==> config.mk <==
export PLATFORM = sky130hd
export DESIGN_NAME = pil_ctrl
export DESIGN_NICKNAME = d
export VERILOG_FILES = /design/src/pil_pkg.sv /design/src/pil_ctrl.sv
export SDC_FILE = /design/constraint.sdc
export NUM_CORES = 1
export LEC_CHECK = 0
export ABC_CLOCK_PERIOD_IN_PS = 6800
export BUFFER_PORTS_ARGS = -buffer_cell sky130_fd_sc_hd__buf_2
export CAP_MARGIN = 40
export CORE_MARGIN = 2
export CORE_UTILIZATION = 52
export DETAILED_ROUTE_END_ITERATION = 7
export PLACE_DENSITY = 0.83
export SLEW_MARGIN = 20
export SYNTH_ARGS = -nofsm -noshare
export SYNTH_HDL_FRONTEND = slang
export SYNTH_SLANG_ARGS = --single-unit
==> constraint.sdc <==
create_clock -name clk -period 6.8 [get_ports clk]
set_input_delay 1.36 -clock clk [delete_from_list [all_inputs] [get_ports clk]]
set_output_delay 1.36 -clock clk [all_outputs]
set_load 0.05 [all_outputs]
==> src/pil_pkg.sv <==
// Package for the positional insert/erase list: field widths, codes and shared types.
`default_nettype none

package pil_pkg;

	localparam int FUNC_W   = 2;
	localparam int INDEX_W  = 5;
	localparam int VALUE_W  = 32;
	localparam int STATUS_W = 2;
	localparam int COUNT_W  = 5;

	localparam int DEFAULT_CAPACITY  = 16;
	localparam int DEFAULT_WORD_BITS = 32;

	localparam logic [FUNC_W-1:0] FUNC_INSERT = 2'd0;
	localparam logic [FUNC_W-1:0] FUNC_ERASE  = 2'd1;
	localparam logic [FUNC_W-1:0] FUNC_READ   = 2'd2;
	localparam logic [FUNC_W-1:0] FUNC_CLEAR  = 2'd3;

	localparam logic [STATUS_W-1:0] ST_OK    = 2'd0;
	localparam logic [STATUS_W-1:0] ST_RANGE = 2'd1;
	localparam logic [STATUS_W-1:0] ST_FULL  = 2'd2;

	// Shift command broadcast from the controller to every cell.
	typedef struct packed {
		logic               ins;
		logic               del;
		logic [INDEX_W-1:0] pos;
	} shift_cmd_t;

endpackage : pil_pkg

`default_nettype wire

==> src/pil_ctrl.sv <==
// List controller: holds the entry count, checks ranges and issues shift commands.
`default_nettype none

module pil_ctrl
	import pil_pkg::*;
#(
	parameter int CAPACITY = DEFAULT_CAPACITY
) (
	input  wire logic                clk,
	input  wire logic                arst_n,
	input  wire logic                accept,
	input  wire logic [FUNC_W-1:0]   func,
	input  wire logic [INDEX_W-1:0]  index,
	output shift_cmd_t               cmd,
	output logic                     rd_ok,
	output logic [STATUS_W-1:0]      status,
	output logic [COUNT_W-1:0]       count_next
);

	localparam int CNT_W = $clog2(CAPACITY + 1);
	localparam int CMP_W = (CNT_W > INDEX_W) ? CNT_W : INDEX_W;
	localparam logic [CNT_W-1:0] CAP_CNT = CNT_W'(CAPACITY);

	logic [CNT_W-1:0] count_q;
	logic [CNT_W-1:0] cnt_d;
	logic [CMP_W-1:0] idx_ext;
	logic [CMP_W-1:0] cnt_ext;
	logic             do_ins;
	logic             do_del;

	assign idx_ext = CMP_W'(index);
	assign cnt_ext = CMP_W'(count_q);

	always_comb begin
		status = ST_OK;
		do_ins = 1'b0;
		do_del = 1'b0;
		rd_ok  = 1'b0;
		cnt_d  = count_q;
		unique case (func)
			FUNC_INSERT: begin
				if (idx_ext > cnt_ext) begin
					status = ST_RANGE;
				end else if (count_q >= CAP_CNT) begin
					status = ST_FULL;
				end else begin
					do_ins = 1'b1;
					cnt_d  = count_q + 1'b1;
				end
			end
			FUNC_ERASE: begin
				if (idx_ext >= cnt_ext) begin
					status = ST_RANGE;
				end else begin
					do_del = 1'b1;
					cnt_d  = count_q - 1'b1;
				end
			end
			FUNC_READ: begin
				if (idx_ext >= cnt_ext) begin
					status = ST_RANGE;
				end else begin
					rd_ok = 1'b1;
				end
			end
			FUNC_CLEAR: begin
				cnt_d = '0;
			end
			default: begin
				cnt_d = count_q;
			end
		endcase
	end

	assign cmd.ins    = accept && do_ins;
	assign cmd.del    = accept && do_del;
	assign cmd.pos    = index;
	assign count_next = COUNT_W'(cnt_d);

	always_ff @(posedge clk or negedge arst_n) begin
		if (!arst_n) begin
			count_q <= '0;
		end else if (accept) begin
			count_q <= cnt_d;
		end
	end

endmodule : pil_ctrl

`default_nettype wire

==> run metrics <==
final setup TNS=0 ns; Filler cells=143; leak pwr=0.5032 nW; unrepaired setup endpoints after global routing=false; Final Slew Violations=0; final core utilization=between 60% and 70%; Clk Latency, worst-skew pair=0.25 ns; row count=14; Congestion Overflow GR=0; CTS resizes=0; fmax=212.1 MHz; Die H=roughly 45 um; Synth async-reset ratio=100.0%; crit start category=input pin; hold_sp=cnt_ext[1]; hold_buf cts=0; final HPWL from detailed placement=1716 um; Initial Util=57.22%; commonest non-fill, non-tap cell in the layout=buf_2; max reg flops=5; clock-pin slew on the worst setup and hold paths=0.05 ns; Routed wire per std cell=13.95 um; Synth Instances=117; Crit path largest cell delay=0.48 ns; die width=45.19 um; Post-synth EDFFs=0; top sig layer=met4; synthesis-stage register bit count=5; Vias=927; H-tree lvl count=1; Synth area leader=ha_1; Cell variety after synth=41; clock skew=between 0.007 and 0.008 ns; delay-heaviest family, CP=compound AO/OA/AOI/OAI gates; Routed WL=2120 um; worst rel slew slack=a little over two thirds; pin count of the biggest net entering global routing=13; synth top area cells=ha_1 (17%), dfrtp_1 (14%), nand2_1 (6.8%), o21ai_0 (4.5%), buf_4 (4.3%); Num CTS Buffers=3; worst-case clock buffer depth=2; Port Buffers=24; Net Count, Synth=139; # Max-Cap Violations=0; wl on met1=922 um; Clock Sinks=5; DRT Pass-1 Iters=4; Hold/Removal Path Class=register to register; Setup Viol. Count Final=0; final hold slack=0.6725 ns; required time of the critical path=5.44 ns; final routed DRC violation total=0; DIE AREA=~2000 um2; GP Congestion=0.8559; synthesized area per cell=7.539 um2; most frequent cells in the layout=buf_2 (24), nand2_1 (16), ha_1 (12); vias in the first global route=850; initial antenna violation count=0; postcts setup bufs=0; CTS root buf=clkbuf_4; sequential area share after synthesis=14.18%; cells along the critical path=buf_2 -> ha_1 -> a21o_1 -> a221oi_4 -> nand2_4 -> o311a_1 -> a221o_1 -> buf_2; global-route wire length before repair=3546 um; CP Capture Type=output port; Crit Path Max Fanout=10; Antenna Nets Post-Route=0; worst slew pin tran=0.4560 ns; WS Path Type=input pin to output port; fin nets=~160; worst r2r src=cnt_ext[2]; antenna cells=0; Ports=25; predominant post-synthesis flop cell=dfrtp_1; Starting DRT DRC Count=46; Synth warnings=0; status=finished, final reports clean; WP buf/inv=2; Max IR drop VDD=~0.15 mV; Crit. Startpoint=index[2]; fin crit share=69.35%; share of the synthesized area in the top cell type=17.02%; final worst path period need=approximately 4.7 ns; Crit path top cell by count=buf_2; final hold violation count=0; Final Power=0.2638 mW; CP max-delay cell=a221oi_4; Tot GR Track Use=22.94%; met3 wire len=154 um; Critical Path AT=3.36 ns; met2 routed WL=1016 um; CTS tree=done; core box area=1541 um2; area grow syn2layout=12.77%; layout cells sized above 1=27.94%; Post-Syn Area=882.1 um2; via density per instance=6.099; PD cells=265.2 nW/um2
-- worst paths after layout --
check / to / slack (ns) / cells past startpoint
setup / recovery: count_next[4] / 2.08 / 8
hold / removal: cnt_ext[1] / 0.67 / 2
setup reg to reg: cnt_ext[4] / 4.26 / 7
hold reg to reg: cnt_ext[1] / 0.67 / 2
max in group asynchronous: cnt_ext[2] / 5.75 / 1
min in group asynchronous: cnt_ext[1] / 0.92 / 1
-- worst reg2reg max path, cell delays in order (launching register included) --
cell and delay [ns]:
dfrtp_1 0.53, inv_1 0.17, ha_1 0.33, a21o_1 0.20
a221oi_4 0.48, nand2_4 0.11, o311a_1 0.32, a221o_1 0.27
-- synthesized netlist by cell type (all sizes together) (2+ instances only) --
cell type / count
clkbuf: 3
buf: 6
nand2: 17
a221o: 3
inv: 11
ha: 12
a21oi: 7
nand4: 3
a21o: 4
o21ai: 8
nand3: 3
o211ai: 2
dfrtp: 5
and3: 2
a211o: 2
a2bb2oi: 2
and2: 4
nor2: 3
nor3: 6
-- per-stage QoR --
stage | instances | cell area (um2) | setup WS [ns]
finish | 152 | 994.7 | 2.085
global route | 152 | 994.7 | 1.926
CTS | 152 | 994.7 | 2.084
detailed placement | 148 | 968.4 | 2.093
global placement | 148 | 968.4 | 2.124
floorplan | 117 | 882.1 | 1.923
-- report_power, final --
part	leakage [nW]	internal (mW)	total [mW]	switching [mW]
Sequential	0.0669	0.0375	0.0527	0.0152
Combinational	0.421	0.0616	0.176	0.115
Clock	0.0150	0.0222	0.0348	0.0126
-- layout make-up --
cell class / count / area (um2) / area share (%)
inverters: 11 / 41.29 / 4.151
multi-input cells: 92 / 661.9 / 66.54
well taps: 16 / 20.02 / 2.013
clock buffers: 4 / 26.28 / 2.642
flip-flops and latches: 5 / 125.1 / 12.58
repair buffers: 24 / 120.1 / 12.08
-- cell families after synthesis --
group           Yosys count  share of synthesized area [%]
simple gates             43                          25.53
compound gates           35                          30.07
buf+inv                  20                          10.78
fa+ha+maj                12                          17.02
flops                     5                          14.18
mux                       2                          2.411
-- routing by layer --
metal / vias to the layer above / GRT usage, %
met5: - / 0
met2: 45 / 38.29
li1: 462 / -
met4: 0 / 5.294
met1: 416 / 30.17
met3: 4 / 4.800
(Power assumes the default switching activity.)
