===== config.mk =====
export PLATFORM = sky130hd
export DESIGN_NAME = pil_cell
export DESIGN_NICKNAME = d
export VERILOG_FILES = /design/src/pil_pkg.sv /design/src/pil_cell.sv
export SDC_FILE = /design/constraint.sdc
export NUM_CORES = 1
export LEC_CHECK = 0
export BUFFER_PORTS_ARGS = -buffer_cell sky130_fd_sc_hd__buf_4
export CAP_MARGIN = 20
export CORE_ASPECT_RATIO = 2
export CORE_MARGIN = 10
export CORE_UTILIZATION = 40
export DETAILED_ROUTE_END_ITERATION = 7
export PLACE_DENSITY_LB_ADDON = 0.08
export SETUP_SLACK_MARGIN = 0.3
export SYNTH_ARGS = -nofsm -noshare
export SYNTH_HDL_FRONTEND = slang
export SYNTH_SLANG_ARGS = --single-unit

===== constraint.sdc =====
create_clock -name clk -period 4.3 [get_ports clk]
set_input_delay 0.215 -clock clk [delete_from_list [all_inputs] [get_ports clk]]
set_output_delay 0.215 -clock clk [all_outputs]
set_load 0.01 [all_outputs]

===== src/pil_pkg.sv =====
// Package for the positional insert/erase list: field widths, codes and shared types.
`default_nettype none

package pil_pkg;

	localparam int FUNC_W   = 2;
	localparam int INDEX_W  = 5;
	localparam int VALUE_W  = 32;
	localparam int STATUS_W = 2;
	localparam int COUNT_W  = 5;

	localparam int DEFAULT_CAPACITY  = 16;
	localparam int DEFAULT_WORD_BITS = 32;

	localparam logic [FUNC_W-1:0] FUNC_INSERT = 2'd0;
	localparam logic [FUNC_W-1:0] FUNC_ERASE  = 2'd1;
	localparam logic [FUNC_W-1:0] FUNC_READ   = 2'd2;
	localparam logic [FUNC_W-1:0] FUNC_CLEAR  = 2'd3;

	localparam logic [STATUS_W-1:0] ST_OK    = 2'd0;
	localparam logic [STATUS_W-1:0] ST_RANGE = 2'd1;
	localparam logic [STATUS_W-1:0] ST_FULL  = 2'd2;

	// Shift command broadcast from the controller to every cell.
	typedef struct packed {
		logic               ins;
		logic               del;
		logic [INDEX_W-1:0] pos;
	} shift_cmd_t;

endpackage : pil_pkg

`default_nettype wire


===== src/pil_cell.sv =====
// One storage cell of the list: keeps its word or takes a neighbor's or the new word.
`default_nettype none

module pil_cell
	import pil_pkg::*;
#(
	parameter int WORD_BITS = DEFAULT_WORD_BITS,
	parameter int IDX       = 0
) (
	input  wire logic                 clk,
	input  wire shift_cmd_t           cmd,
	input  wire logic [WORD_BITS-1:0] left_word,
	input  wire logic [WORD_BITS-1:0] right_word,
	input  wire logic [WORD_BITS-1:0] new_word,
	output logic      [WORD_BITS-1:0] word
);

	logic [WORD_BITS-1:0] word_q;
	int                   pos;

	assign pos  = int'(cmd.pos);
	assign word = word_q;

	always_ff @(posedge clk) begin
		if (cmd.ins && IDX > pos) begin
			word_q <= left_word;
		end else if (cmd.ins && IDX == pos) begin
			word_q <= new_word;
		end else if (cmd.del && IDX >= pos) begin
			word_q <= right_word;
		end
	end

endmodule : pil_cell

`default_nettype wire


==> results.md, run 1 <==
* Max Freq at 0.632 GHz
* Sequential-to-total area share from yosys stat at 0.640
* Post-Syn Nets at 175
* Fillers at 291
* Post-Place Cells at 221
* Wire per inst at 17.4 um
* Syn avg cell area at 21.1 um2
* Yosys warning count at 0
* Nature of the critical path endpoint: flop
* Top-area cell type share of the netlist area at 0.640
* Fin. max-slew vios at 0
* Post CTS Setup Buffer Count at 0
* Register Area at 961 um2
* Drc violations at 0
* First-pass GRT wire length at 6070 um
* ANT nets after route at 0
* Final cycle utilization of the critical path at 0.368
* Core area at 3610 um2
* RSZ-0062 raised after global routing: false
* DR pass1 iterations at 3
* Global Route Usage Sum at 0.115
* Max-Cap Viols at 0
* Endpoints failing setup at 0
* Die width at 63.3 um
* Crit path to: word[6]
* Seq cells post-synth at 32
* Row Count at 31
* Synth top cells by count: edfxtp_1 (32), mux2_4 (30), buf_6 (3)
* Vias in the first global route at 1242
* Combinational family with the most area after synthesis: multiplexers
* Fin area at 2410 um2
* Synth Area in Compound Gates at 0.00667
* Post-synthesis xor/xnor area fraction at 0
* Max reg flops at 32
* Final Hold Vio Count at 0
* Share of layout cells above drive strength 1 at 0.806
* Grt total ovfl at 0
* DRT Wirelength at 3990 um
* Finished Layout Cells at 229
* Via density at 4.53
* Total CTS buffers at 5
* Post-cts gate resize count at 0
* Antenna cells at 0
* Fin worst setup slack at 2720 ps
* Mux share of post-synthesis cell area at 0.315
* Post-Syn Area at 1500 um2
* Pwr/cell area at 270 nW/um2
* Clock sinks at 32
* EDFF count, synth at 32
* Dominant synthesized flop cell: edfxtp_1
* Static leakage at 1.15 nW
* Data arrival, critical path at 1610 ps
* Vias at 1038
* Post-CTS Hold Buffers at 0
* Util after Layout at 0.667
* Largest area contributor in the netlist: edfxtp_1
* Net count, final at 284
* Synth async-reset ratio at 0
* Status: complete, no violations
* Area Overhead vs Synth at 60.3%
* WP data required at 4330 ps
* Synth top area cells: edfxtp_1 (64%), mux2_4 (30%), buf_6 (2.2%), mux2_2 (1.5%), nand3_2 (0.67%)
* Worst-Margin Slew at 473 ps
* Worst-path cell chain: buf_4, nor3_2, nand3_2, buf_12, mux2_4
* Initial antenna violation count at 0
* Gate Count Post-Synth at 71
* Min Tclk post-route at 1580 ps
* Placed cell area at 2310 um2
* Largest net degree at the start of global routing at 33
* Cell variety after synth at 8
* Slew HR at 0.684
* Clock Pin Slew Worst Setup and Hold Paths at 60 ps
* Critical-path top delay cell: nand3_2
* Area of the multi-input gates at 507 um2
* Detailed Route Iter0 Violations at 14
* Root buf cell: clkbuf_8
* Worst-case clock buffer depth at 2
* Port Buffers at 103
* VDD IR max at 0.217 mV
* Starting Density at 0.416
* CP Class: in -> reg
* I/O pins at 136
* TritonCTS clock tree: done
* Die area at 6750 um2
* Pre-CTS setup slack at 1970 ps
* Die Y at 107 um
* Worst Setup SP: cmd[4]
* Synth Area in Simple Gates at 0.0158
* Worst path max stage delay at 410 ps
* Worst Path Max Fanout at 20
* Fin Setup TNS at 0 ps
* Tot Pwr at 651 uW
* Hold WC Path Type: in -> reg
* Adder-cell share of the synthesized area at 0
* WHS at 235 ps
* Most frequent cell after synthesis: edfxtp_1
* Critical Path Source Type: primary input
* H-tree levels at 2
* Routability congestion estimate from global placement at 0.686
==> worst min-delay path by stage <==
stage	endpoint	depth (start not counted)	startpoint
global placement	word[15]	2	right_word[15]
finish	word[20]	2	right_word[20]
detailed placement	word[3]	2	new_word[3]
CTS	word[16]	2	new_word[16]
global route	word[20]	2	new_word[20]
floorplan	word[10]	1	right_word[10]
==> cell type report <==
type,instances,share of cell area
Clock inverter,1,0.00208
Multi-Input combinational cell,36,0.210
Tap cell,49,0.0255
Sequential cell,32,0.399
Timing Repair Buffer,105,0.333
Clock buffer,6,0.0301
==> where the power goes <==
group          internal [mW]  switching, mW  total [mW]
logic                 0.0683         0.0215      0.0899
registers              0.349        0.00125       0.350
clock network          0.110          0.101       0.211
total                  0.527          0.124       0.651
==> routing by layer <==
layer  share of wire  vias up  track usage  routed length (um)
met5               0        -            0                   0
met1            0.35      475        0.109                1380
li1                -      495            -                   -
met4           0.013        0       0.0425                  53
met2            0.54       62        0.199                2140
met3            0.10        6       0.0647                 418
==> cell usage in the layout, fill, tap and decap left out <==
cell and n:
nor3_2 1, buf_4 104, mux2_4 30, nand3_2 1, o211a_1 1, buf_12 1
mux2_2 2, edfxtp_1 32, clkbuf_1 1, nor2_1 1, clkbuf_8 5, clkinv_2 1
==> critical path, delay by kind of cell <==
| family | cells | cell delay, ps |
|---|---|---|
| simple gates | 2 | 620 |
| mux | 1 | 310 |
| buf+inv | 2 | 450 |
==> kinds of logic after synthesis <==
kind of cell    Yosys count
compound gates            1
flops                    32
simple gates              3
buf+inv                   3
mux                      32
(Power assumes the default switching activity.)
==> inputs of run 2 (changes only) <==
CORE_UTILIZATION = 37   (was 40)
clock period = 1.5 ns   (was 4.3 ns; I/O delays follow)
==> run 2 against run 1 <==
  * Sequential share of layout area down 0.29 points
  * Via count grew 2.1%
  * Sequential cell count did not move
  * Count of clock-buffer cells in the layout unchanged
  * Largest cell class unchanged
  * Clock power rose to 2.8 times the previous value
  * Critical endpoint is now word[1]
  * Non-clock buffer count up 1
  * Final area is 0.73% higher
  * Critical path depth unchanged
  * Highest routed layer unchanged
==> results.md, run 2 (synthesis gave the netlist of run 1 again) <==
* Vias in the first global route at 1244 (+0.16%)
* TritonCTS clock tree: done
* Core area at 3880 um2 (+7.7%)
* Antenna cells at 0 (unchanged)
* Data arrival, critical path at 1140 ps (-470 ps)
* Clock Pin Slew Worst Setup and Hold Paths at 60 ps (about the same)
* Worst Setup SP: cmd[4]
* RSZ-0062 raised after global routing: false
* Die Y at 110 um (+3.2%)
* Crit path to: word[1]
* Post CTS Setup Buffer Count at 0 (unchanged)
* Pwr/cell area at 767 nW/um2 (+180%)
* Die width at 65.0 um (+2.7%)
* Worst Path Max Fanout at 19 (-5.0%)
* Die area at 7160 um2 (+6.0%)
* Grt total ovfl at 0 (unchanged)
* Post-CTS Hold Buffers at 0 (unchanged)
* Hold WC Path Type: in -> reg
* VDD IR max at 0.701 mV (+220%)
* Fillers at 327 (+12%)
* Worst-case clock buffer depth at 2 (unchanged)
* Port Buffers at 103 (unchanged)
* Critical Path Source Type: primary input
* Global Route Usage Sum at 0.110 (-0.00424)
* Max reg flops at 32 (unchanged)
* Min Tclk post-route at 1120 ps
* Root buf cell: clkbuf_8
* H-tree levels at 2 (unchanged)
* Via density at 4.57 (+0.80%)
* Worst-Margin Slew at 344 ps (-129 ps)
* CP Class: in -> reg
* Wire per inst at 17.2 um (-1.2%)
* DR pass1 iterations at 4 (+1)
* Largest net degree at the start of global routing at 33 (unchanged)
* I/O pins at 136 (unchanged)
* Max Freq at 0.896 GHz
* Detailed Route Iter0 Violations at 17 (+3)
* Vias at 1060 (+2.1%)
* Endpoints failing setup at 0 (unchanged)
* ANT nets after route at 0 (unchanged)
* Initial antenna violation count at 0 (unchanged)
* Nature of the critical path endpoint: flop
* Fin Setup TNS at 0 ps (unchanged)
* Fin. max-slew vios at 0 (unchanged)
* HP Start: right_word[29]
* Max-Cap Viols at 0 (unchanged)
* Area Overhead vs Synth at 61.5%
* Routability congestion estimate from global placement at 0.705 (+2.7%)
* Total CTS buffers at 5 (unchanged)
* Net count, final at 285 (+0.35%)
* Slew HR at 0.770 (+0.0862)
* Finished Layout Cells at 232 (+1.3%)
* Most frequent cells in the layout: buf_4 (105), edfxtp_1 (32), mux2_4 (30)
* Status: complete, no violations
* Final Hold Vio Count at 0 (unchanged)
* Row Count at 32 (+3.2%)
* Static leakage at 1.15 nW (-0.38%)
* Share of layout cells above drive strength 1 at 0.812 (+0.00660)
* Starting Density at 0.387 (-0.0296)
* Post-Place Cells at 225 (+1.8%)
* Clock sinks at 32 (unchanged)
* DRT Wirelength at 4000 um (+0.13%)
* First-pass GRT wire length at 5980 um (-1.5%)
* Post-cts gate resize count at 0 (unchanged)
* Drc violations at 0 (unchanged)
* Most common cell after layout, fill and taps aside: buf_4
* Final cycle utilization of the critical path at 0.744
* WP data required at 1530 ps (-2800 ps)
run 2: changes by cell type in the layout (fill, tap and decap cells not counted), sizes merged:
cell  delta
buf      +1
run 2: worst max-delay path, cell delays in order:
cell and delay, ps:
buf_4 110, nor3_2 240, nand3_2 120, buf_4 260
mux2_4 330
run 2: final cells by class:
cell class	count	area [um2]	share of cell area
sequential	32	961	0.396
timing repair buffer	106	808	0.333
tap	51	63.8	0.0263
multi-input combinational	36	514	0.212
clock inverter	1	5.00	0.00206
clock buffer	6	72.6	0.0299
run 2: layer usage:
metal / GRT usage / part of all wire / up-vias
met5: 0 / 0 / -
met4: 0.0462 / 0.014 / 0
met3: 0.0657 / 0.13 / 5
met2: 0.208 / 0.58 / 64
met1: 0.0878 / 0.28 / 495
li1: - / - / 496
run 2: worst min-delay path by stage:
stage | end | slack (ps) | depth (start not counted)
6_report | word[29] | 100 | 2
5_1_grt | word[8] | 90 | 2
4_1_cts | word[7] | 90 | 2
3_5_place_dp | word[23] | 380 | 2
3_3_place_gp | word[25] | 380 | 2
2_1_floorplan | word[10] | 290 | 1
run 2: per-stage QoR:
stage                     setup slack, ps  area, um2  utilization  hold WS, ps  power (mW)
after floorplan                       303       1510            -          292        1.11
after global placement                116       2350        0.604          376        1.28
after detailed placement             81.8       2350        0.604          378        1.29
after CTS                             374       2420        0.624         88.2        1.89
after global routing                  317       2420        0.624         89.7        1.93
final                                 384       2420        0.624          101        1.86
run 2: power breakdown:
group	total [mW]	internal, mW	leakage [nW]	switching [mW]
clock network	0.596	0.315	0.0410	0.281
logic	0.261	0.197	0.821	0.0640
registers	1.00	1.00	0.289	0.00329
total	1.86	1.51	1.15	0.348
